<file path="src/rtl/core/npos_pkg.sv">
// ----------------------------------------------------------------------------
// npos_pkg: shared types and constants
// Segment record, opcodes, status codes and shared-unit control for the
// nearest-point-on-segments block.
// ----------------------------------------------------------------------------
`default_nettype none

package npos_pkg;

    localparam int MAX_SEGMENTS_DEF = 64;

    localparam int COORD_W = 15;   // coordinate width, signed mm
    localparam int MUL_A_W = 34;   // shared multiplier operand a
    localparam int MUL_B_W = 21;   // shared multiplier operand b
    localparam int ACC_W   = MUL_A_W + MUL_B_W;
    localparam int LEN2_W  = 32;   // squared length, unsigned
    localparam int NUM_W   = 33;   // projection numerator, signed
    localparam int DIVN_W  = 48;   // rounded dividend magnitude
    localparam int QUO_W   = 18;   // quotient bits per division
    localparam int PROJ_W  = 20;   // projected coordinate, signed
    localparam int DIST_W  = 42;   // squared distance, unsigned

    typedef enum logic [1:0] {
        OP_CLEAR  = 2'd0,
        OP_APPEND = 2'd1,
        OP_QUERY  = 2'd2,
        OP_NONE   = 2'd3
    } opcode_t;

    typedef enum logic [1:0] {
        ST_OK    = 2'd0,
        ST_FULL  = 2'd1,
        ST_EMPTY = 2'd2,
        ST_RSVD  = 2'd3
    } status_t;

    typedef struct packed {
        logic signed [COORD_W-1:0] ax;
        logic signed [COORD_W-1:0] ay;
        logic signed [COORD_W-1:0] bx;
        logic signed [COORD_W-1:0] by;
    } seg_t;

    typedef enum logic [2:0] {
        ALU_HOLD     = 3'd0,
        ALU_MUL      = 3'd1,
        ALU_MAC      = 3'd2,
        ALU_DIV_INIT = 3'd3,
        ALU_DIV_STEP = 3'd4
    } alu_op_t;

    typedef struct packed {
        alu_op_t                   op;
        logic signed [MUL_A_W-1:0] a;
        logic signed [MUL_B_W-1:0] b;
        logic [LEN2_W-1:0]         dvsr;
    } alu_ctrl_t;

    // c lies between u and v, inclusive, in either order
    function automatic logic between(input logic signed [PROJ_W-1:0] c,
                                     input logic signed [COORD_W-1:0] u,
                                     input logic signed [COORD_W-1:0] v);
        logic signed [PROJ_W-1:0] ue;
        logic signed [PROJ_W-1:0] ve;
        ue = PROJ_W'(u);
        ve = PROJ_W'(v);
        return ((c >= ue) && (c <= ve)) || ((c >= ve) && (c <= ue));
    endfunction

endpackage

`default_nettype wire

</file>
<file path="src/rtl/core/npos_table.sv">
// ----------------------------------------------------------------------------
// npos_table: segment store
// One write port, one registered read port.
// ----------------------------------------------------------------------------
`default_nettype none

module npos_table #(
    parameter int DEPTH = npos_pkg::MAX_SEGMENTS_DEF,
    parameter int AW    = (DEPTH > 1) ? $clog2(DEPTH) : 1
) (
    input  wire logic            clk,
    input  wire logic            we,
    input  wire logic [AW-1:0]   waddr,
    input  wire npos_pkg::seg_t  wdata,
    input  wire logic            re,
    input  wire logic [AW-1:0]   raddr,
    output npos_pkg::seg_t       rdata
);

    npos_pkg::seg_t mem [DEPTH];

    always_ff @(posedge clk)
    begin
        if (we)
        begin
            mem[waddr] <= wdata;
        end
        if (re)
        begin
            rdata <= mem[raddr];
        end
    end

endmodule

`default_nettype wire

</file>
<file path="config.mk">
export PLATFORM = sky130hd
export DESIGN_NAME = npos_table
export DESIGN_NICKNAME = d
export VERILOG_FILES = /design/src/rtl/core/npos_pkg.sv /design/src/rtl/core/npos_table.sv
export SDC_FILE = /design/constraint.sdc
export NUM_CORES = 2
export LEC_CHECK = 0
export BUFFER_PORTS_ARGS = -buffer_cell sky130_fd_sc_hd__buf_2
export CAP_MARGIN = 20
export CORE_MARGIN = 3
export CORE_UTILIZATION = 45
export DETAILED_ROUTE_END_ITERATION = 8
export MAX_ROUTING_LAYER = met4
export SLEW_MARGIN = 20
export SYNTH_ARGS = -nofsm -noshare
export SYNTH_HDL_FRONTEND = slang
export SYNTH_SLANG_ARGS = --single-unit
</file>
<file path="constraint.sdc">
create_clock -name clk -period 5.8 [get_ports clk]
set_input_delay 0.87 -clock clk [delete_from_list [all_inputs] [get_ports clk]]
set_output_delay 0.87 -clock clk [all_outputs]
set_load 0.01 [all_outputs]
</file>
* Word-level counts from Yosys, hierarchy flattened *
Memory sizes are Yosys's and may differ from the RTL's. A register that Yosys moved wholly into a read port is not among the register bits.
Index checks and enable logic that the tools add are counted.

word-level totals
  logic and storage cells = 3
  memories = 1
  latch bits = 0
  bits in writable memories = 3840
  ROM bits = 0
  flip-flop bits (word level) = 0

operators by class
  equal/unequal tests = 0
  div/mod/pow operators = 0
  reduce and logical (&&, ||, !) cells = 0
  multiplexer cells = 2
  multipliers = 0
  magnitude comparators = 0
  bitwise gates (word level) = 0
  shift operators = 0
  add/sub/neg operators = 0

memory list
  memory  depth  width  read ports  clocked after Yosys merged registers in  write ports  line              source
  mem     64     60     1           1                                        1            npos_table.sv:20  npos_pkg::seg_t mem [DEPTH];

operators by type and width
  kind               count
  two-way mux 1 bit  2

* Longest topological paths before layout *
  depth in word-level cells = 2
  depth in mapped cells = 11
  depth with buffers taken out = 5

* Worst setup path before layout *
Ideal clock, no wire load.

  path kind = input -> register
  start = in waddr[3]
  end = mem mem[48][0] (netlist name), enable pin
  path slack = -199 ps
  arrival time = 5447 ps
  data required time = 5249 ps
  setup time = 551 ps
  stages = 4
  cell sequence = clkbuf_1 > nor2b_1 > nand4b_1 > nor3_1

RTL lines
  element             line              source
  start: declaration  npos_table.sv:13  input wire logic [AW-1:0] waddr,
  end: declaration    npos_table.sv:20

No word-level cell before the write port.

==> flow_summary.json <==
{
  "highest_layer": "met4",
  "areaGrowthSynthToFinish_pct": 14.3,
  "reg2reg_depth": 4,
  "timing.critical_path.from_type": "primary input",
  "path_clk_slew_ps": 60,
  "maximum_number_of_pins_on_one_net_before_global_route_repair": 109,
  "grt_pass1_wl_mm": 586,
  "detailed_routed_wire_length_on_met3_mm": 40.1,
  "chipWidth_um": 578,
  "synthMostInstantiatedCell": "edfxtp_1",
  "clock_path_buffers": 4,
  "cts_num_sinks": 3900,
  "drt-vias-per-instance": 6.39,
  "syn_area_sq_mm": 0.147,
  "die_area_sq_mm": 0.334,
  "timing.final.crit_period_ps": 3300,
  "ios": 135,
  "drtAntennaViolNets": 0,
  "synth_commonest_cells": "3,900 x edfxtp_1, 1,040 x mux4_2, 188 x o22ai_1",
  "cellLeakagePower_uw": 0.0518,
  "final_cells": 11214,
  "post-route-drc-count": 0,
  "p_total_uw": 59300,
  "final.fill_count": 24875,
  "initial_utilization": 0.453,
  "cap_viol_max_count": 0,
  "worst_skew_pair.late_latency_ps": 950,
  "cts-hold-fix-buffers": 0,
  "final_core_util": 0.518,
  "dr_wl_met2_mm": 209,
  "rows": 209,
  "max_freq_mhz": 303,
  "die_height_um": 578,
  "worstMarginPinSlew_ps": 1220,
  "detail_route.wirelength_mm": 424,
  "htree_num_levels": 5,
  "critical_path.reg2reg.endpoint": "rdata[52]",
  "gp_weighted_congestion": 0.793,
  "worst_setup_path_endpoint": "rdata[52]",
  "hpwlAfterDp_mm": 223,
  "first_global_vias": 71297,
  "status": "completed",
  "routed_wire_length_per_instance_um": 37.8,
  "final_max_slew_viol_count": 0,
  "core_sq_mm": 0.325,
  "ys_dominant_reg_cell": "edfxtp_1",
  "post_synth.cell_area_avg_sq_um": 24.1,
  "synth_edf_count": 3900,
  "power.density_cell_area_mw_per_mm2": 352,
  "net_count_reported_at_finish": 6620,
  "synth_area_leaders": "edfxtp_1 80%, mux4_2 16%, o22ai_1 0.80%, nor2_1 0.45%, mux2_2 0.44%",
  "post_route_cells_drive_above_1_share": 0.311,
  "sum_of_overflow_across_all_layers_after_global_routing": 0,
  "detail_route.iter0.violations": 10712,
  "cp.arrival_ps": 3970,
  "io_buffer_count": 134,
  "critical_path_required_ps": 6460,
  "async_reset_ff_frac": 0,
  "post_cts.resized_instances": 0,
  "ys_types": 35,
  "routed_vias": 71685,
  "ys_warn_count": 0,
  "antenna_found_initial": 36,
  "class_of_the_most_critical_setup_path": "in2reg",
  "wirelength_met1_mm": 163,
  "synth.net_count": 6168,
  "crit_path_start": "raddr[0]",
  "timing.clock.skew_ps": 41.6,
  "cts_tree": "yes",
  "netlist.top_cell.by_area": "edfxtp_1",
  "syn-instance-count": 6093,
  "timing.reg2reg.setup_slack_ps": 3530,
  "maximum_net_fanout_on_the_critical_path": 72,
  "drt-pass1-iter-count": 5,
  "tritoncts.num_buffers": 394,
  "setup_total_negative_slack_ps": 0,
  "area_fraction_of_the_dominant_cell_type_after_synthesis": 0.796,
  "setup_viol": 0,
  "worstHoldPathType": "in2reg",
  "postSynthRegisterBits": 3900,
  "grt_use_total": 0.262,
  "setup.worst_path.end_class": "flip-flop",
  "post_cts_buffers": 0,
  "r2r_start": "mem[15][52]",
  "synth.yosys.seq_area_share": 0.796,
  "post-place-cells": 10468,
  "rsz_0062_raised_after_global_routing": "no",
  "timing.final.hold_violations": 0,
  "slew_headroom": 0.187,
  "vdd.ir_drop.worst_uv": 324,
  "period_share": 0.569,
  "clk_root_buffer_cell": "clkbuf_16"
}
[routing by layer]
metal | global-route usage | vias up
li1 | - | 27362
met1 | 0.359 | 39605
met2 | 0.414 | 4019
met3 | 0.0408 | 699
met4 | 0.0679 | 0
met5 | - | -
[state kept, by name, summed over array words and instances, names as in the netlist]
register  count
mem        3840
rdata        60
[metrics by stage]
stage	hold slack, ps	instance area (sq um)	worst slack, ps
2_1_floorplan	838	147000	1060
3_3_place_gp	917	155000	1480
3_5_place_dp	940	155000	1510
4_1_cts	355	168000	2520
5_1_grt	323	168000	2460
6_report	342	168000	2500
[report_power, final]
group          internal (uW)  total [uW]  switching (uW)
logic                   1030        2710            1680
clock network          14500       25200           10700
registers              31300       31400             100
[cell type report]
cell class / count / area (sq um) / share of cell area
Sequential cell: 3900 / 117000 / 0.696
Multi-Input combinational cell: 1852 / 29000 / 0.172
Clock buffer: 472 / 10200 / 0.0606
Tap cell: 4325 / 5410 / 0.0322
Timing Repair Buffer: 396 / 3830 / 0.0228
Clock inverter: 242 / 2580 / 0.0153
Antenna cell: 26 / 65.1 / 0.000387
Inverter: 1 / 8.76 / 0.0000521
[logic make-up (layout without fill, tap and decap cells)]
logic type      after synthesis  in the layout  share of synthesized area
compound gates              402            402                     0.0175
simple gates                301            301                    0.00863
flops                      3900           3900                      0.796
mux                        1149           1149                      0.167
buf+inv                     341           1111                     0.0107
other cells                   0             26                          0
[worst min-delay path by stage]
stage / startpoint / to / cells after the start
floorplan: mem[63][0] / rdata[0] / 5
CTS: waddr[2] / mem[48][44] / 2
global route: wdata[23] / mem[22][23] / 1
detailed placement: mem[56][5] / rdata[5] / 5
global placement: mem[20][15] / rdata[15] / 5
finish: wdata[32] / mem[43][32] / 1
[cells in the final DEF (no fill, tap or decap), types with 6 or more instances in the layout]
cell	n
inv_6	6
nor2_4	62
o221a_2	9
clkbuf_16	396
a21oi_1	74
buf_2	112
clkinv_16	10
o221ai_1	59
edfxtp_1	3900
mux2i_1	51
nor2_1	115
clkinv_2	72
nor3_1	10
nand2_1	65
o22ai_1	188
a31oi_1	28
nor2b_1	7
bufinv_16	42
clkinvlp_4	10
o21ai_0	38
mux4_2	1040
diode_2	26
clkbuf_1	76
buf_12	89
clkinv_1	92
mux2_2	58
buf_4	192
[worst max-delay path, cell delays in order]
cell and delay, ps:
buf_12 480, buf_12 310, buf_12 350, mux4_2 560, mux4_2 470, o22ai_1 550, nor2_1 110
(Power assumes the default switching activity.)
