### src/rtl/core/npos_pkg.sv
// ----------------------------------------------------------------------------
// npos_pkg: shared types and constants
// Segment record, opcodes, status codes and shared-unit control for the
// nearest-point-on-segments block.
// ----------------------------------------------------------------------------
`default_nettype none

package npos_pkg;

    localparam int MAX_SEGMENTS_DEF = 64;

    localparam int COORD_W = 15;   // coordinate width, signed mm
    localparam int MUL_A_W = 34;   // shared multiplier operand a
    localparam int MUL_B_W = 21;   // shared multiplier operand b
    localparam int ACC_W   = MUL_A_W + MUL_B_W;
    localparam int LEN2_W  = 32;   // squared length, unsigned
    localparam int NUM_W   = 33;   // projection numerator, signed
    localparam int DIVN_W  = 48;   // rounded dividend magnitude
    localparam int QUO_W   = 18;   // quotient bits per division
    localparam int PROJ_W  = 20;   // projected coordinate, signed
    localparam int DIST_W  = 42;   // squared distance, unsigned

    typedef enum logic [1:0] {
        OP_CLEAR  = 2'd0,
        OP_APPEND = 2'd1,
        OP_QUERY  = 2'd2,
        OP_NONE   = 2'd3
    } opcode_t;

    typedef enum logic [1:0] {
        ST_OK    = 2'd0,
        ST_FULL  = 2'd1,
        ST_EMPTY = 2'd2,
        ST_RSVD  = 2'd3
    } status_t;

    typedef struct packed {
        logic signed [COORD_W-1:0] ax;
        logic signed [COORD_W-1:0] ay;
        logic signed [COORD_W-1:0] bx;
        logic signed [COORD_W-1:0] by;
    } seg_t;

    typedef enum logic [2:0] {
        ALU_HOLD     = 3'd0,
        ALU_MUL      = 3'd1,
        ALU_MAC      = 3'd2,
        ALU_DIV_INIT = 3'd3,
        ALU_DIV_STEP = 3'd4
    } alu_op_t;

    typedef struct packed {
        alu_op_t                   op;
        logic signed [MUL_A_W-1:0] a;
        logic signed [MUL_B_W-1:0] b;
        logic [LEN2_W-1:0]         dvsr;
    } alu_ctrl_t;

    // c lies between u and v, inclusive, in either order
    function automatic logic between(input logic signed [PROJ_W-1:0] c,
                                     input logic signed [COORD_W-1:0] u,
                                     input logic signed [COORD_W-1:0] v);
        logic signed [PROJ_W-1:0] ue;
        logic signed [PROJ_W-1:0] ve;
        ue = PROJ_W'(u);
        ve = PROJ_W'(v);
        return ((c >= ue) && (c <= ve)) || ((c >= ve) && (c <= ue));
    endfunction

endpackage

`default_nettype wire

### src/rtl/core/npos_alu.sv
// ----------------------------------------------------------------------------
// npos_alu: shared arithmetic unit
// Multiply / multiply-accumulate and a restoring divider, one bit a cycle.
// ----------------------------------------------------------------------------
`default_nettype none

module npos_alu (
    input  wire logic                              clk,
    input  wire npos_pkg::alu_ctrl_t               ctrl,
    output logic signed [npos_pkg::ACC_W-1:0]      acc,
    output logic [npos_pkg::QUO_W-1:0]             quo
);

    localparam int AW = npos_pkg::ACC_W;
    localparam int QW = npos_pkg::QUO_W;
    localparam int LW = npos_pkg::LEN2_W;
    localparam int NW = npos_pkg::DIVN_W;

    logic signed [AW-1:0] acc_reg, acc_next;
    logic [LW-1:0]        rem_reg, rem_next;
    logic [QW-1:0]        nsh_reg, nsh_next;
    logic [QW-1:0]        quo_reg, quo_next;

    logic signed [AW-1:0] prod;
    logic signed [AW-1:0] mag;
    logic [NW-1:0]        dvd;
    logic [LW:0]          trial;

    always_comb
    begin
        prod     = AW'(ctrl.a) * AW'(ctrl.b);
        mag      = acc_reg[AW-1] ? -acc_reg : acc_reg;
        dvd      = mag[NW-1:0] + NW'(ctrl.dvsr[LW-1:1]);
        trial    = {rem_reg, nsh_reg[QW-1]};
        acc_next = acc_reg;
        rem_next = rem_reg;
        nsh_next = nsh_reg;
        quo_next = quo_reg;
        case (ctrl.op)
            npos_pkg::ALU_MUL:
            begin
                acc_next = prod;
            end
            npos_pkg::ALU_MAC:
            begin
                acc_next = acc_reg + prod;
            end
            npos_pkg::ALU_DIV_INIT:
            begin
                // quotient fits QW bits, so the upper part starts below the divisor
                rem_next = LW'(dvd[NW-1:QW]);
                nsh_next = dvd[QW-1:0];
                quo_next = '0;
            end
            npos_pkg::ALU_DIV_STEP:
            begin
                nsh_next = {nsh_reg[QW-2:0], 1'b0};
                if (trial >= {1'b0, ctrl.dvsr})
                begin
                    rem_next = LW'(trial - {1'b0, ctrl.dvsr});
                    quo_next = {quo_reg[QW-2:0], 1'b1};
                end
                else
                begin
                    rem_next = trial[LW-1:0];
                    quo_next = {quo_reg[QW-2:0], 1'b0};
                end
            end
            default:
            begin
            end
        endcase
    end

    always_ff @(posedge clk)
    begin
        acc_reg <= acc_next;
        rem_reg <= rem_next;
        nsh_reg <= nsh_next;
        quo_reg <= quo_next;
    end

    assign acc = acc_reg;
    assign quo = quo_reg;

endmodule

`default_nettype wire

### config.mk
export PLATFORM = sky130hd
export DESIGN_NAME = npos_alu
export DESIGN_NICKNAME = d
export VERILOG_FILES = /design/src/rtl/core/npos_pkg.sv /design/src/rtl/core/npos_alu.sv
export SDC_FILE = /design/constraint.sdc
export NUM_CORES = 2
export LEC_CHECK = 0
export ABC_AREA = 1
export BUFFER_PORTS_ARGS = -buffer_cell sky130_fd_sc_hd__buf_2
export CAP_MARGIN = 20
export CELL_PAD_IN_SITES_DETAIL_PLACEMENT = 1
export CELL_PAD_IN_SITES_GLOBAL_PLACEMENT = 1
export CORE_MARGIN = 8
export CORE_UTILIZATION = 52
export DETAILED_ROUTE_END_ITERATION = 10
export GPL_ROUTABILITY_DRIVEN = 0
export PLACE_DENSITY_LB_ADDON = 0.3
export SLEW_MARGIN = 20
export SYNTH_ARGS = -nofsm -noshare
export SYNTH_HDL_FRONTEND = slang
export SYNTH_SLANG_ARGS = --single-unit
### constraint.sdc
create_clock -name clk -period 20 [get_ports clk]
set_input_delay 4 -clock clk [delete_from_list [all_inputs] [get_ports clk]]
set_output_delay 4 -clock clk [all_outputs]
set_load 0.005 [all_outputs]
======== After elaboration in Yosys (flattened, before gate mapping) ========
Index checks and enable logic that the tools add are counted.
cells by class
  equal/unequal tests ..................... 4
  multiply operators ...................... 1
  add/sub/neg operators ................... 4
  order comparisons ....................... 1
  reduce and logical (&&, ||, !) cells .... 2
  mux-type cells .......................... 7
operator list
  kind                number
  $pmux 55 s2         1
  $pmux 18 s2         2
  $pmux 32 s2         1
  $add 55x55->55      1
  $mul 34x21->55      1
  $add 48x31->48      1
  $mux 48             1
  $neg 48->48         1
  $ge 33x32->1        1
  $mux 32             1
  $sub 32x32->32      1
  $eq 3x2->1 const B  2
  $reduce_bool 2->1   2
  $eq 3x1->1 const B  1
  $eq 3x3->1 const B  1
  $mux 1              1
storage, ports and cells
  register bits after elaboration ......... 123
  output and inout port bits .............. 73
  word-level logic and storage cells ...... 23
  input port bits ......................... 91

======== Longest topological paths before layout ========
  depth in word-level cells ............... 4
  gate-level depth with buffers ........... 44
  gate-level depth less buffers ........... 42

======== Worst setup path before layout ========
OpenSTA, ideal clock, no wires.
  kind .................................... input port to flip-flop
  from .................................... in ctrl[36] (netlist bit)
  to ...................................... reg acc_reg[41], in the netlist acc[41], data pin
  arrival ................................. 11.171 ns
  cell stages on the path ................. 40
  setup slack ............................. 8.575 ns
  required time ........................... 19.746 ns
  path through ............................ clkbuf_1 -> clkbuf_1 -> nand2_1 -> inv_1 -> fa_1 -> fa_1 -> inv_1 -> fa_1 -> inv_1 -> fa_1 -> inv_1 -> fa_1 -> inv_1 -> fa_1 -> inv_1 -> fa_1 -> inv_1 -> ha_1 -> [... 4 more ...] -> a21o_1 -> nand2_1 -> nand3_2 -> nand3_1 -> nand2_1 -> xor2_1 -> inv_1 -> ha_1 -> inv_1 -> o21ai_0 -> a21oi_1 -> o21ai_0 -> a21oi_1 -> nand3_1 -> a21o_1 -> or2_2 -> nand3_1 -> nand2_1
between the ends
  cells in the longest elaborated chain, start to end .. 3
ends and longest elaborated chain
  item                    line            text
  start: declaration      npos_alu.sv:9   input wire npos_pkg::alu_ctrl_t ctrl,
  $mul 34x21->55 *        npos_alu.sv:31  prod = AW'(ctrl.a) * AW'(ctrl.b);
  $add 55x55->55          npos_alu.sv:46  acc_next = acc_reg + prod;
  $pmux 55 s2 *           npos_alu.sv:39  case (ctrl.op)
  via acc_next[41]        npos_alu.sv:19  logic signed [AW-1:0] acc_reg, acc_next;
  end signal: assignment  npos_alu.sv:77  acc_reg <= acc_next;
  end: declaration        npos_alu.sv:19
Mark *: on every way through the listed nets, which the timed path passes. The rest lies on a longest branch.
A chain may end at the register's enable or synchronous reset.

======== Worst setup path in the final report ========
  from .................................... in ctrl[38] (netlist bit)
  to ...................................... reg acc_reg[47], in the netlist acc[47], data pin
Same word-level chain as after synthesis.

==> results by group <==
Run status
  – Status: finished, final reports clean

Finish
  – Final Non-Filler Cells: 6783
  – Ratio of cells with drive above 1 in the final layout: 0.0506
  – Fin area: 43100 µm²
  – Area Overhead vs Synth: 5.17%
  – Number of flip-flops in the largest register: 55
  – Final core occ: 0.550
  – Fillers: 10300
  – Fin nets: 6777

Synth
  – Post-Syn Nets: 6767
  – Yosys top cell by area: fa_1
  – Yosys top cell area share: 0.346
  – Post-synth top flop: edfxtp_1
  – #FFs+latches synth: 123
  – Synth Cell Area: 41000 µm²
  – Post-Syn Instances: 5707
  – Top-count cell post-synth: nand2_1
  – Leading post-synthesis cells by cell area: fa_1 35%, nand2_1 14%, inv_1 13%, edfxtp_1 9.0%, ha_1 7.9%
  – YS warnings: 0
  – Number of flops mapped to enable cells by yosys: 123
  – Synth top cells by count: 1486 x nand2_1, 1453 x inv_1, 709 x fa_1, 416 x nor2_1, 260 x ha_1
  – Avg Cell Area, Syn: 7.19 µm²
  – Synth unique cells: 55
  – Seq/Total Area, Yosys: 0.0900
  – Post-synth ARST share: 0

Critical path
  – Crit path capture type: flop
  – Worst Setup Start Kind: input port
  – CP Data Required Time: 20.22 ns
  – Worst path buffer plus inverter count: 6
  – CP Class: in -> reg
  – CP max stage cell: buf_2
  – Crit-path max FO: 34
  – Max incr delay on CP: 0.72 ns
  – CP dominant cell by count: fa_1
  – Cell family contributing the most delay on the critical path: adder cells
  – Critical path arrival: 13.48 ns

CTS
  – Clock Latency Late Sink: 0.47 ns
  – Clock Tree Buf Depth: 2
  – CTS tree: done
  – CTS hold repair buffers: 0
  – CTS buffer count: 17
  – Post-CTS sizing: 0
  – H-tree Lvls: 4
  – Setup Buffers After CTS: 0
  – Clock Tree Root: clkbuf_16
  – Clock tree sinks: 123
  – Clock slew at reported path FFs: 0.07 ns

Die
  – IO Count: 164
  – Die height: 297 µm
  – # rows: 103
  – Core area: 78500 µm²
  – Initial Utilization: 0.523
  – Die width: 297 µm
  – Die area: 88100 µm²

Timing
  – Clk_skew: 0.0125 ns
  – Worst-Margin Slew: 1.04 ns
  – RSZ-0062 raised after global routing: false
  – Max Freq: 75.4 MHz
  – Tcrit/Tclk final: 0.663
  – Normalized max-slew margin: 0.304
  – Fin Setup TNS: 0 ns
  – Finish-stage setup viols: 0
  – Min Tclk post-route: 13.26 ns
  – Final Max Tran Viols: 0
  – Hold Vio Cnt, Final: 0

Global route
  – Largest net degree at the start of global routing: 72
  – Remaining global-route overflow: 0
  – Initial antenna violation count: 2
  – Global-route wire length before repair: 241 mm
  – Vias in the first global route: 43400
  – Gr usage total: 0.345

Placed design
  – Placed Area: 42500 µm²
  – Final HPWL DP: 128 mm
  – Number of port buffers: 163
  – Placed cell count: 6748

Routing
  – Final ANT Viol Nets: 0
  – Routed wire length: 154 mm
  – Vias/cell: 5.68
  – Via count: 38500
  – DR iter-0 viols: 2700
  – Wire per inst: 22.7 µm
  – DRC: 0
  – DR pass1 iterations: 5

Hold path
  – Hold Crit Class: reg -> reg

Flow run
  – Max Cap Viol: 0
==> worst paths after layout <==
path,start,end,slack (ns),cells after the start
min reg2reg,nsh_reg[9],nsh_reg[10],0.53,2
min,nsh_reg[9],nsh_reg[10],0.53,2
max,ctrl[38],acc[47],6.74,33
max reg2reg,acc[0],rem_reg[27],14.90,22
==> kinds of logic after synthesis <==
kind of cell / synth area share
compound gates: 0.0814
simple gates: 0.221
flops: 0.0900
fa+ha+maj: 0.425
xor+xnor: 0.0307
buf+inv: 0.152
==> area by class of cell <==
| type | count | area, µm² | area share |
|---|---|---|---|
| antenna | 3 | 7.51 | 0.000174 |
| clock buffer | 17 | 425 | 0.00986 |
| clock inverter | 15 | 171 | 0.00397 |
| inverter | 1458 | 5470 | 0.127 |
| multi-input combinational | 3939 | 31100 | 0.722 |
| sequential | 123 | 3690 | 0.0856 |
| tap | 1050 | 1310 | 0.0305 |
| timing repair buffer | 178 | 928 | 0.0215 |
==> routing by layer <==
metal  track usage  wire length, µm
met4         0.202            10100
met3        0.0516             9880
met1         0.399            57900
met2         0.605            76300
met5             0                0
==> placed cells by master (no fill, tap or decap), drive strengths merged, types with 13 or more instances in the layout <==
cell type | Yosys | final
buf | 16 | 178
xor2 | 93 | 93
ha | 260 | 260
nor2 | 433 | 433
nand2 | 1496 | 1496
a31oi | 33 | 33
inv | 1458 | 1469
a21oi | 223 | 223
a21boi | 13 | 13
nor3 | 30 | 30
or2 | 36 | 36
a21o | 29 | 29
nand4 | 30 | 30
clkbuf | 171 | 17
edfxtp | 123 | 123
o211ai | 17 | 17
o21ai | 217 | 217
xnor2 | 51 | 51
o21bai | 29 | 29
nor4 | 18 | 18
nand3 | 165 | 165
fa | 709 | 709
==> per-stage QoR <==
step	hold WS [ns]	setup WS [ns]
after floorplan	0.487	8.58
after CTS	0.532	7.08
after detailed placement	0.514	6.62
after global routing	0.554	6.46
final	0.528	6.74
after global placement	0.493	6.85
==> worst register-to-register path, cell delays in order (launching register included) <==
cell and delay (ns):
edfxtp_1 0.52, inv_1 0.18, ha_1 0.32, nand2_2 0.20, nor2_4 0.24, nand2_1 0.15, nor2_1 0.17, nand3_1 0.16
o21ai_0 0.29, o21ai_0 0.17, xor2_1 0.24, ha_1 0.41, nand2_1 0.11, nor2_1 0.24, nand2_1 0.13, nor4_1 0.17
nand2_1 0.15, nand2_1 0.14, nand4_1 0.12, a21oi_1 0.29, nand3_1 0.12, nand3_1 0.22, nand2_1 0.09
Power is left out: the tool's default activity adds up to more than one toggle a clock period on the data nets, which glitch-free logic cannot reach.
